$ cat src/rtl/msp_pkg.sv
// msp_pkg: shared types, codes and the CRC-8 step for the MSP frame decoder.
// Used by every module of the decoder and by its checker; no dependencies.
package msp_pkg;

  // parser state codes
  localparam logic [4:0] S_START      = 5'd0;
  localparam logic [4:0] S_MAGIC      = 5'd1;
  localparam logic [4:0] S_DIR        = 5'd2;
  localparam logic [4:0] S_V1_LEN     = 5'd3;
  localparam logic [4:0] S_V1_OPCODE  = 5'd4;
  localparam logic [4:0] S_V1_JL      = 5'd5;
  localparam logic [4:0] S_V1_JH      = 5'd6;
  localparam logic [4:0] S_V1_PAY     = 5'd7;
  localparam logic [4:0] S_V1_SUM     = 5'd8;
  localparam logic [4:0] S_V2_FLAGBYTE = 5'd9;
  localparam logic [4:0] S_V2_CL      = 5'd10;
  localparam logic [4:0] S_V2_CH      = 5'd11;
  localparam logic [4:0] S_V2_SL      = 5'd12;
  localparam logic [4:0] S_V2_SH      = 5'd13;
  localparam logic [4:0] S_V2_PAY     = 5'd14;
  localparam logic [4:0] S_V2_SUM     = 5'd15;
  localparam logic [4:0] S_VO_FLAGS   = 5'd16;
  localparam logic [4:0] S_VO_CL      = 5'd17;
  localparam logic [4:0] S_VO_CH      = 5'd18;
  localparam logic [4:0] S_VO_SL      = 5'd19;
  localparam logic [4:0] S_VO_SH      = 5'd20;
  localparam logic [4:0] S_VO_PAY     = 5'd21;
  localparam logic [4:0] S_VO_CRC     = 5'd22;
  localparam logic [4:0] S_VO_XOR     = 5'd23;

  // result status codes
  localparam logic [2:0] STAT_NEED    = 3'd0;
  localparam logic [2:0] STAT_PAYLOAD = 3'd1;
  localparam logic [2:0] STAT_DONE    = 3'd2;
  localparam logic [2:0] STAT_ERROR   = 3'd3;
  localparam logic [2:0] STAT_ABANDON = 3'd4;

  localparam logic [1:0] VER_V1   = 2'd0;
  localparam logic [1:0] VER_V2   = 2'd1;
  localparam logic [1:0] VER_V2O1 = 2'd2;

  localparam logic [1:0] DIR_REQ   = 2'd0;
  localparam logic [1:0] DIR_REPLY = 2'd1;
  localparam logic [1:0] DIR_ERR   = 2'd2;

  localparam logic [7:0] CH_START = 8'h24; // '$'
  localparam logic [7:0] CH_V1    = 8'h4D; // 'M'
  localparam logic [7:0] CH_V2    = 8'h58; // 'X'
  localparam logic [7:0] CH_REQ   = 8'h3C; // '<'
  localparam logic [7:0] CH_REPLY = 8'h3E; // '>'
  localparam logic [7:0] CH_ERR   = 8'h21; // '!'

  localparam logic [7:0] JUMBO_CODE   = 8'd255;
  localparam logic [7:0] V2_MIN_SIZE  = 8'd6;
  localparam logic [7:0] CRC_POLY     = 8'hD5;
  localparam logic [15:0] MAX_PAYLOAD_RST = 16'd512;

  typedef struct packed {
    logic [2:0]  status;
    logic [7:0]  data_byte;
    logic [15:0] byte_index;
    logic [15:0] command;
    logic [1:0]  protocol_version;
    logic [1:0]  direction;
    logic [7:0]  frame_flags;
    logic [15:0] payload_size;
  } res_t;

  // one byte of CRC-8 DVB-S2, MSB first
  function automatic logic [7:0] crc8_step(input logic [7:0] crc, input logic [7:0] b);
    logic [7:0] v;
    v = crc ^ b;
    for (int i = 0; i < 8; i++) begin
      v = v[7] ? ((v << 1) ^ CRC_POLY) : (v << 1);
    end
    return v;
  endfunction

endpackage

$ cat src/rtl/msp_parser.sv
// msp_parser: frame parse state, header fields, running XOR and CRC-8.
// Computes the result for the byte in the input register; depends on msp_pkg.
module msp_parser (
  input  logic              clk,
  input  logic              rst,
  input  logic              cfg_we,
  input  logic [15:0]       cfg_wdata,
  input  logic              fire,
  input  logic [7:0]        rx,
  output msp_pkg::res_t     res
);

  logic [15:0] max_payload;
  logic [4:0]  parse_state, parse_state_next;
  logic [1:0]  version_code, version_code_next;
  logic [1:0]  direction_code, direction_code_next;
  logic [7:0]  flags_reg, flags_reg_next;
  logic [15:0] command_reg, command_reg_next;
  logic [7:0]  v1_size_byte, v1_size_byte_next;
  logic [15:0] declared_size, declared_size_next;
  logic [15:0] payload_offset, payload_offset_next;
  logic [7:0]  xor_sum, xor_sum_next;
  logic [7:0]  crc_sum, crc_sum_next;

  logic        go_idle;
  logic [15:0] hi_size;
  logic [15:0] offset_inc;
  logic        pay_bad;
  logic [7:0]  crc_run;
  logic [7:0]  crc_first;

  assign hi_size    = declared_size | {rx, 8'h00};
  assign offset_inc = payload_offset + 16'd1;
  assign pay_bad    = (payload_offset >= declared_size) || (payload_offset >= max_payload);
  assign crc_run    = msp_pkg::crc8_step(crc_sum, rx);
  assign crc_first  = msp_pkg::crc8_step(8'h00, rx);

  always_comb begin
    parse_state_next    = parse_state;
    version_code_next   = version_code;
    direction_code_next = direction_code;
    flags_reg_next      = flags_reg;
    command_reg_next    = command_reg;
    v1_size_byte_next   = v1_size_byte;
    declared_size_next  = declared_size;
    payload_offset_next = payload_offset;
    xor_sum_next        = xor_sum;
    crc_sum_next        = crc_sum;
    go_idle             = 1'b0;
    res                 = '0;
    res.status          = msp_pkg::STAT_NEED;

    unique case (parse_state)
      msp_pkg::S_START: begin
        if (rx == msp_pkg::CH_START) parse_state_next = msp_pkg::S_MAGIC;
      end
      msp_pkg::S_MAGIC: begin
        if (rx == msp_pkg::CH_V1) begin
          version_code_next = msp_pkg::VER_V1;
          parse_state_next  = msp_pkg::S_DIR;
        end else if (rx == msp_pkg::CH_V2) begin
          version_code_next = msp_pkg::VER_V2;
          parse_state_next  = msp_pkg::S_DIR;
        end else begin
          go_idle = 1'b1;
        end
      end
      msp_pkg::S_DIR: begin
        if (rx == msp_pkg::CH_REQ || rx == msp_pkg::CH_REPLY || rx == msp_pkg::CH_ERR) begin
          if (rx == msp_pkg::CH_REQ)        direction_code_next = msp_pkg::DIR_REQ;
          else if (rx == msp_pkg::CH_REPLY) direction_code_next = msp_pkg::DIR_REPLY;
          else                              direction_code_next = msp_pkg::DIR_ERR;
          xor_sum_next        = 8'h00;
          crc_sum_next        = 8'h00;
          payload_offset_next = 16'd0;
          declared_size_next  = 16'd0;
          v1_size_byte_next   = 8'h00;
          flags_reg_next      = 8'h00;
          parse_state_next    = (version_code == msp_pkg::VER_V1) ? msp_pkg::S_V1_LEN
                                                                  : msp_pkg::S_V2_FLAGBYTE;
        end else begin
          go_idle = 1'b1;
        end
      end
      msp_pkg::S_V1_LEN: begin
        xor_sum_next      = xor_sum ^ rx;
        v1_size_byte_next = rx;
        parse_state_next  = msp_pkg::S_V1_OPCODE;
      end
      msp_pkg::S_V1_OPCODE: begin
        xor_sum_next     = xor_sum ^ rx;
        command_reg_next = {8'h00, rx};
        if (v1_size_byte == msp_pkg::JUMBO_CODE) begin
          parse_state_next = msp_pkg::S_V1_JL;
        end else if (rx == msp_pkg::JUMBO_CODE && v1_size_byte >= msp_pkg::V2_MIN_SIZE) begin
          version_code_next = msp_pkg::VER_V2O1;
          parse_state_next  = msp_pkg::S_VO_FLAGS;
        end else begin
          declared_size_next  = {8'h00, v1_size_byte};
          payload_offset_next = 16'd0;
          parse_state_next    = (v1_size_byte != 8'h00) ? msp_pkg::S_V1_PAY
                                                        : msp_pkg::S_V1_SUM;
        end
      end
      msp_pkg::S_V1_JL: begin
        xor_sum_next       = xor_sum ^ rx;
        declared_size_next = {8'h00, rx};
        parse_state_next   = msp_pkg::S_V1_JH;
      end
      msp_pkg::S_V1_JH: begin
        xor_sum_next       = xor_sum ^ rx;
        declared_size_next = hi_size;
        if (hi_size > max_payload) begin
          go_idle    = 1'b1;
          res.status = msp_pkg::STAT_ERROR;
        end else if (command_reg == {8'h00, msp_pkg::JUMBO_CODE}) begin
          version_code_next = msp_pkg::VER_V2O1;
          parse_state_next  = msp_pkg::S_VO_FLAGS;
        end else begin
          payload_offset_next = 16'd0;
          parse_state_next    = (hi_size != 16'd0) ? msp_pkg::S_V1_PAY : msp_pkg::S_V1_SUM;
        end
      end
      msp_pkg::S_V1_PAY, msp_pkg::S_V2_PAY, msp_pkg::S_VO_PAY: begin
        if (pay_bad) begin
          go_idle    = 1'b1;
          res.status = msp_pkg::STAT_ABANDON;
        end else begin
          res.status          = msp_pkg::STAT_PAYLOAD;
          res.data_byte       = rx;
          res.byte_index      = payload_offset;
          payload_offset_next = offset_inc;
          if (parse_state != msp_pkg::S_V2_PAY) xor_sum_next = xor_sum ^ rx;
          if (parse_state != msp_pkg::S_V1_PAY) crc_sum_next = crc_run;
          if (offset_inc == declared_size) begin
            if (parse_state == msp_pkg::S_V1_PAY)      parse_state_next = msp_pkg::S_V1_SUM;
            else if (parse_state == msp_pkg::S_V2_PAY) parse_state_next = msp_pkg::S_V2_SUM;
            else                                       parse_state_next = msp_pkg::S_VO_CRC;
          end
        end
      end
      msp_pkg::S_V1_SUM, msp_pkg::S_V2_SUM, msp_pkg::S_VO_XOR: begin
        go_idle = 1'b1;
        if ((parse_state == msp_pkg::S_V2_SUM) ? (crc_sum == rx) : (xor_sum == rx)) begin
          res.status           = msp_pkg::STAT_DONE;
          res.command          = command_reg;
          res.protocol_version = version_code;
          res.direction        = direction_code;
          res.frame_flags      = flags_reg;
          res.payload_size     = payload_offset;
        end else begin
          res.status = msp_pkg::STAT_ERROR;
        end
      end
      msp_pkg::S_V2_FLAGBYTE, msp_pkg::S_VO_FLAGS: begin
        flags_reg_next = rx;
        crc_sum_next   = crc_first;
        if (parse_state == msp_pkg::S_VO_FLAGS) begin
          xor_sum_next     = xor_sum ^ rx;
          parse_state_next = msp_pkg::S_VO_CL;
        end else begin
          parse_state_next = msp_pkg::S_V2_CL;
        end
      end
      msp_pkg::S_V2_CL, msp_pkg::S_VO_CL: begin
        command_reg_next = {8'h00, rx};
        crc_sum_next     = crc_run;
        if (parse_state == msp_pkg::S_VO_CL) begin
          xor_sum_next     = xor_sum ^ rx;
          parse_state_next = msp_pkg::S_VO_CH;
        end else begin
          parse_state_next = msp_pkg::S_V2_CH;
        end
      end
      msp_pkg::S_V2_CH, msp_pkg::S_VO_CH: begin
        command_reg_next = command_reg | {rx, 8'h00};
        crc_sum_next     = crc_run;
        if (parse_state == msp_pkg::S_VO_CH) begin
          xor_sum_next     = xor_sum ^ rx;
          parse_state_next = msp_pkg::S_VO_SL;
        end else begin
          parse_state_next = msp_pkg::S_V2_SL;
        end
      end
      msp_pkg::S_V2_SL, msp_pkg::S_VO_SL: begin
        declared_size_next = {8'h00, rx};
        crc_sum_next       = crc_run;
        if (parse_state == msp_pkg::S_VO_SL) begin
          xor_sum_next     = xor_sum ^ rx;
          parse_state_next = msp_pkg::S_VO_SH;
        end else begin
          parse_state_next = msp_pkg::S_V2_SH;
        end
      end
      msp_pkg::S_V2_SH, msp_pkg::S_VO_SH: begin
        declared_size_next = hi_size;
        crc_sum_next       = crc_run;
        if (parse_state == msp_pkg::S_VO_SH) xor_sum_next = xor_sum ^ rx;
        if (hi_size > max_payload) begin
          go_idle    = 1'b1;
          res.status = msp_pkg::STAT_ERROR;
        end else begin
          payload_offset_next = 16'd0;
          if (parse_state == msp_pkg::S_VO_SH)
            parse_state_next = (hi_size != 16'd0) ? msp_pkg::S_VO_PAY : msp_pkg::S_VO_CRC;
          else
            parse_state_next = (hi_size != 16'd0) ? msp_pkg::S_V2_PAY : msp_pkg::S_V2_SUM;
        end
      end
      msp_pkg::S_VO_CRC: begin
        xor_sum_next = xor_sum ^ rx;
        if (crc_sum == rx) begin
          parse_state_next = msp_pkg::S_VO_XOR;
        end else begin
          go_idle    = 1'b1;
          res.status = msp_pkg::STAT_ERROR;
        end
      end
      default: begin
        go_idle = 1'b1;
      end
    endcase

    if (go_idle) begin
      parse_state_next    = msp_pkg::S_START;
      payload_offset_next = 16'd0;
      xor_sum_next        = 8'h00;
      crc_sum_next        = 8'h00;
      declared_size_next  = 16'd0;
      v1_size_byte_next   = 8'h00;
    end
  end

  always_ff @(posedge clk) begin
    if (rst) begin
      max_payload    <= msp_pkg::MAX_PAYLOAD_RST;
      parse_state    <= msp_pkg::S_START;
      version_code   <= msp_pkg::VER_V1;
      direction_code <= msp_pkg::DIR_REQ;
      flags_reg      <= 8'h00;
      command_reg    <= 16'd0;
      v1_size_byte   <= 8'h00;
      declared_size  <= 16'd0;
      payload_offset <= 16'd0;
      xor_sum        <= 8'h00;
      crc_sum        <= 8'h00;
    end else begin
      if (cfg_we) max_payload <= cfg_wdata;
      if (fire) begin
        parse_state    <= parse_state_next;
        version_code   <= version_code_next;
        direction_code <= direction_code_next;
        flags_reg      <= flags_reg_next;
        command_reg    <= command_reg_next;
        v1_size_byte   <= v1_size_byte_next;
        declared_size  <= declared_size_next;
        payload_offset <= payload_offset_next;
        xor_sum        <= xor_sum_next;
        crc_sum        <= crc_sum_next;
      end
    end
  end

endmodule

$ cat src/rtl/msp_out_stage.sv
// msp_out_stage: result register with valid/stall handshake toward the consumer.
// Holds one res_t; depends on msp_pkg.
module msp_out_stage (
  input  logic          clk,
  input  logic          rst,
  input  logic          load,
  input  msp_pkg::res_t res_in,
  input  logic          out_stall,
  output logic          can_load,
  output logic          out_valid,
  output msp_pkg::res_t res_q
);

  // the register is free when empty or being taken this cycle
  assign can_load = !out_valid || !out_stall;

  always_ff @(posedge clk) begin
    if (rst) begin
      out_valid <= 1'b0;
    end else if (can_load) begin
      out_valid <= load;
    end
  end

  always_ff @(posedge clk) begin
    if (load && can_load) res_q <= res_in;
  end

endmodule

$ cat src/rtl/msp_frame_decoder.sv
// msp_frame_decoder: top level of the byte-serial MSP v1/v2 frame decoder.
// Instantiates msp_parser and msp_out_stage; depends on msp_pkg.
//
// Usage:
//   Input channel: in_valid / in_stall / rx_byte, one received byte per request.
//   Output channel: out_valid / out_stall and the result fields, exactly one
//   result per byte. Payload bytes come out with status 1 and their index;
//   the consumer discards them if the frame ends with status 3 or 4.
//   Configuration: cfg_we / cfg_wdata write max_payload (reset 512); write it
//   only while no byte is in flight.
//   Path: an accepted byte is held in the input register and its result is
//   loaded into the result register when that register is free.
//   Throughput: one byte per cycle while out_stall is low. The whole parse
//   step (state decode, XOR, one CRC-8 byte step, size compares) sits between
//   the input register and the result register.
//   Reset: the parser waits for '$', all header fields and sums are zero,
//   both registers are empty.
//   Stall: while out_stall holds a waiting result, one more byte is taken into
//   the input register; after that in_stall rises until the result is taken.
module msp_frame_decoder (
  input  logic        clk,
  input  logic        rst,
  input  logic        cfg_we,
  input  logic [15:0] cfg_wdata,
  input  logic        in_valid,
  output logic        in_stall,
  input  logic [7:0]  rx_byte,
  output logic        out_valid,
  input  logic        out_stall,
  output logic [2:0]  status,
  output logic [7:0]  data_byte,
  output logic [15:0] byte_index,
  output logic [15:0] command,
  output logic [1:0]  protocol_version,
  output logic [1:0]  direction,
  output logic [7:0]  frame_flags,
  output logic [15:0] payload_size
);

  logic          in_full;
  logic [7:0]    in_byte;
  logic          can_load;
  logic          fire;
  logic          accept;
  msp_pkg::res_t res_c;
  msp_pkg::res_t res_q;

  assign fire     = in_full && can_load;
  assign in_stall = in_full && !can_load;
  assign accept   = in_valid && !in_stall;

  always_ff @(posedge clk) begin
    if (rst) begin
      in_full <= 1'b0;
    end else if (accept) begin
      in_full <= 1'b1;
    end else if (fire) begin
      in_full <= 1'b0;
    end
  end

  always_ff @(posedge clk) begin
    if (accept) in_byte <= rx_byte;
  end

  msp_parser u_parser (
    .clk       (clk),
    .rst       (rst),
    .cfg_we    (cfg_we),
    .cfg_wdata (cfg_wdata),
    .fire      (fire),
    .rx        (in_byte),
    .res       (res_c)
  );

  msp_out_stage u_out (
    .clk       (clk),
    .rst       (rst),
    .load      (fire),
    .res_in    (res_c),
    .out_stall (out_stall),
    .can_load  (can_load),
    .out_valid (out_valid),
    .res_q     (res_q)
  );

  assign status           = res_q.status;
  assign data_byte        = res_q.data_byte;
  assign byte_index       = res_q.byte_index;
  assign command          = res_q.command;
  assign protocol_version = res_q.protocol_version;
  assign direction        = res_q.direction;
  assign frame_flags      = res_q.frame_flags;
  assign payload_size     = res_q.payload_size;

endmodule

$ cat config.mk
export PLATFORM = sky130hd
export DESIGN_NAME = msp_frame_decoder
export DESIGN_NICKNAME = d
export VERILOG_FILES = /design/src/rtl/msp_pkg.sv /design/src/rtl/msp_parser.sv /design/src/rtl/msp_out_stage.sv /design/src/rtl/msp_frame_decoder.sv
export SDC_FILE = /design/constraint.sdc
export NUM_CORES = 1
export LEC_CHECK = 0
export ABC_AREA = 1
export BUFFER_PORTS_ARGS = -buffer_cell sky130_fd_sc_hd__clkbuf_2
export CORE_MARGIN = 10
export CORE_UTILIZATION = 53
export DETAILED_ROUTE_END_ITERATION = 7
export PLACE_DENSITY = 0.81
export SYNTH_ARGS = -nofsm -noshare
export SYNTH_HDL_FRONTEND = slang
export SYNTH_SLANG_ARGS = --single-unit
$ cat constraint.sdc
create_clock -name clk -period 7.6 [get_ports clk]
set_input_delay 1.52 -clock clk [delete_from_list [all_inputs] [get_ports clk]]
set_output_delay 1.52 -clock clk [all_outputs]
set_load 0.02 [all_outputs]
==> impl_metrics.env <==
export IMPL_cts_buffers=17
export IMPL_clockBufferDepth=2
export IMPL_tightestPinTransition_ns=1.03
export IMPL_postSynthAreaPerCell_um2=7.48
export IMPL_drive_gt1_share_pct=11.7
export IMPL_first_global_vias=9028
export IMPL_setup_tns_ns=0
export IMPL_rsz0062_at_grt="no"
export IMPL_grt_start_max_net_pins=78
export IMPL_hold_viol_final=0
export IMPL_ys_seq_area_share_pct=43.1
export IMPL_grt_first_pass_wirelength_um=47500
export IMPL_io_pins=102
export IMPL_holdWs_ns=0.465
export IMPL_drt_iter0_markers=1047
export IMPL_critPathRequiredTime_ns=7.96
export IMPL_r2r_slack_ns=3.79
export IMPL_die_x_um=161
export IMPL_fp_row_count=51
export IMPL_place_congestion=0.989
export IMPL_ys_top_cells_by_area="edfxtp_1, dfxtp_1, nand2_1"
export IMPL_tritoncts="done"
export IMPL_endpoint_kind="flip-flop"
export IMPL_clockRootBuffer="clkbuf_16"
export IMPL_yosys_area_top_type="edfxtp_1"
export IMPL_setup_viol=0
export IMPL_min_period_ns=3.81
export IMPL_p_int_mw=1.84
export IMPL_sw_frac_of_total_pct=38.3
export IMPL_area_growth_pct=12.8
export IMPL_clock_sinks=186
export IMPL_post_cts_setup_buffer_count=0
export IMPL_ir_drop_mv=0.198
export IMPL_routed_wl_um=30300
export IMPL_cp_data_arrival_time_ns=4.16
export IMPL_antenna_cells=0
export IMPL_multi_input_area_mm2=0.00515
export IMPL_holdCritPathClass="reg -> reg"
export IMPL_drtPass1Iterations=7
export IMPL_seqPwrFrac_pct=39.7
export IMPL_regMostFlops="u_out.res_q"
export IMPL_die_h_um=161
export IMPL_routed_via_count=9858
export IMPL_clkPwrFrac_pct=30.5
export IMPL_path_clk_slew_ns=0.08
export IMPL_yosysWarnings=0
export IMPL_drv_cap=0
export IMPL_via_per_inst=5.57
export IMPL_grt_overflow=0
export IMPL_ant_nets=0
export IMPL_htreeDepth=4
export IMPL_netlist_area_mm2=0.0105
export IMPL_critPathLaunchType="flip-flop"
export IMPL_port_buffers=101
export IMPL_cts_resized=0
export IMPL_synth_seq_cells=186
export IMPL_cts_hold_buf=0
export IMPL_final_setup_worst_slack_ns=3.79
export IMPL_relSlewSlack_pct=30.7
export IMPL_ys_types=43
export IMPL_comb_power_share_pct=29.8
export IMPL_dp_slack_ns=3.47
export IMPL_largest_reg_flops=71
export IMPL_dieArea_mm2=0.0258
export IMPL_wl_per_cell_um=17.1
export IMPL_final_net_count=1574
export IMPL_critical_path_max_fanout=18
export IMPL_status="completed"
export IMPL_start_util_pct=53.9
export IMPL_grtUsageTotal_pct=22.9
export IMPL_seq_area_mm2=0.00451
export IMPL_synth_top_area_share_pct=22.6
export IMPL_worstSetupPathType="reg -> reg"
export IMPL_core_area_mm2=0.0195
export IMPL_slew_violations=0
export IMPL_antenna_found_initial=0
export IMPL_p_sw_mw=1.14
export IMPL_finClkSkew_ns=0.0130
export IMPL_p_leak_nw=5.13
export IMPL_num_fill_cells=1721
export IMPL_clkLatencyLatePin_ns=0.45
export IMPL_fin_crit_sh_pct=50.1
export IMPL_syn_num_nets=1483
export IMPL_p_per_area_mw_per_mm2=252
export IMPL_drc=0
export IMPL_dpl_hpwl_um=22500
export IMPL_syn_inst=1401
export IMPL_max_freq_mhz=263
[metrics by stage]
stage,power [mW],instance area (µm²),std cells,util (%)
2_1_floorplan,1.85,10500,1401,-
3_3_place_gp,2.05,11200,1738,57.6
3_5_place_dp,2.06,11200,1738,57.6
4_1_cts,2.96,11800,1770,60.8
5_1_grt,3.12,11800,1770,60.8
6_report,2.98,11800,1770,60.8
[power by group through the flow]
| stage | combinational (mW) | clock [mW] | sequential (mW) |
|---|---|---|---|
| after floorplan | 0.646 | 0 | 1.20 |
| after global placement | 0.846 | 0 | 1.20 |
| after detailed placement | 0.858 | 0 | 1.20 |
| after CTS | 0.865 | 0.911 | 1.18 |
| after global routing | 0.981 | 0.952 | 1.19 |
| final | 0.887 | 0.906 | 1.18 |
[area by class of cell]
class	instances	area share [%]
Inverter	178	5.66
Sequential cell	186	38.2
Multi-Input combinational cell	1001	43.5
Tap cell	265	2.80
Clock inverter	15	1.55
Timing Repair Buffer	108	4.72
Clock buffer	17	3.60
[final timing paths]
| check | cells past startpoint | startpoint | end |
|---|---|---|---|
| max | 14 | in_byte[5] | u_parser.payload_offset[11] |
| min | 2 | u_parser.flags_reg[2] | u_parser.flags_reg[2] |
| max reg2reg | 14 | in_byte[5] | u_parser.payload_offset[11] |
| min reg2reg | 2 | u_parser.flags_reg[2] | u_parser.flags_reg[2] |
[critical path, stage by stage (launching register included)]
cell and delay, ns:
edfxtp_1 0.88, inv_1 0.42, nand2_1 0.22, ha_1 0.28, a21oi_1 0.14, o21ai_0 0.09, a21oi_1 0.13, nand2_1 0.10
nand3_1 0.08, nand2_1 0.10, nor2_4 0.35, nand2_2 0.28, nand3_2 0.35, nand2_1 0.12, a21oi_1 0.15
[layer usage]
metal	track usage (%)	wire length, µm	vias to the layer above
met2	35.1	13200	507
met5	0	0	-
met1	30.3	12800	4478
li1	-	-	4786
met4	9.77	1120	0
met3	5.52	3160	87
[cells by family (layout without fill, tap and decap cells)]
logic type      count (synthesis)  count (layout)  share of synthesized area (%)
fa+ha+maj                      53              53                           6.32
flops                         186             186                           43.1
simple gates                  690             690                           28.2
compound gates                213             213                           10.8
buf+inv                       214             318                           7.91
xor+xnor                       45              45                           3.76
[placed cells by master (no fill, tap or decap), types with 10 or more instances in the layout]
cell type	instances
a21oi_1	117
clkbuf_16	17
clkbuf_2	101
dfxtp_1	107
edfxtp_1	79
ha_1	53
inv_1	165
nand2_1	326
nand2_2	10
nand3_1	73
nand4_1	37
nor2_1	189
nor3_1	26
o21ai_0	65
o22ai_1	11
xnor2_1	16
xor2_1	29
[cell usage after synthesis]
library cell,count
nor2_8,1
and2_1,1
nand2_2,10
buf_2,11
nand2_4,1
nand3_4,1
nand3_2,2
o21ai_0,65
xnor2_1,16
o31ai_1,1
a211oi_1,2
nand3b_1,4
clkinv_1,3
xor2_1,29
o21bai_1,1
ha_1,53
nor4_1,9
clkinv_2,1
o21ai_2,1
clkbuf_1,22
buf_4,3
nor2_4,1
a21boi_4,1
a21oi_1,117
nor2_1,189
o21ai_1,3
a21o_1,1
nor3b_1,1
nor2_2,6
nand2_1,326
inv_1,165
or2_2,2
a22oi_1,1
edfxtp_1,79
nand4_1,37
a31oi_1,3
o22ai_1,11
o21a_1,1
nor3_1,26
o211ai_1,5
inv_2,9
dfxtp_1,107
nand3_1,73
No activity file was read; power rests on OpenSTA's default activity.
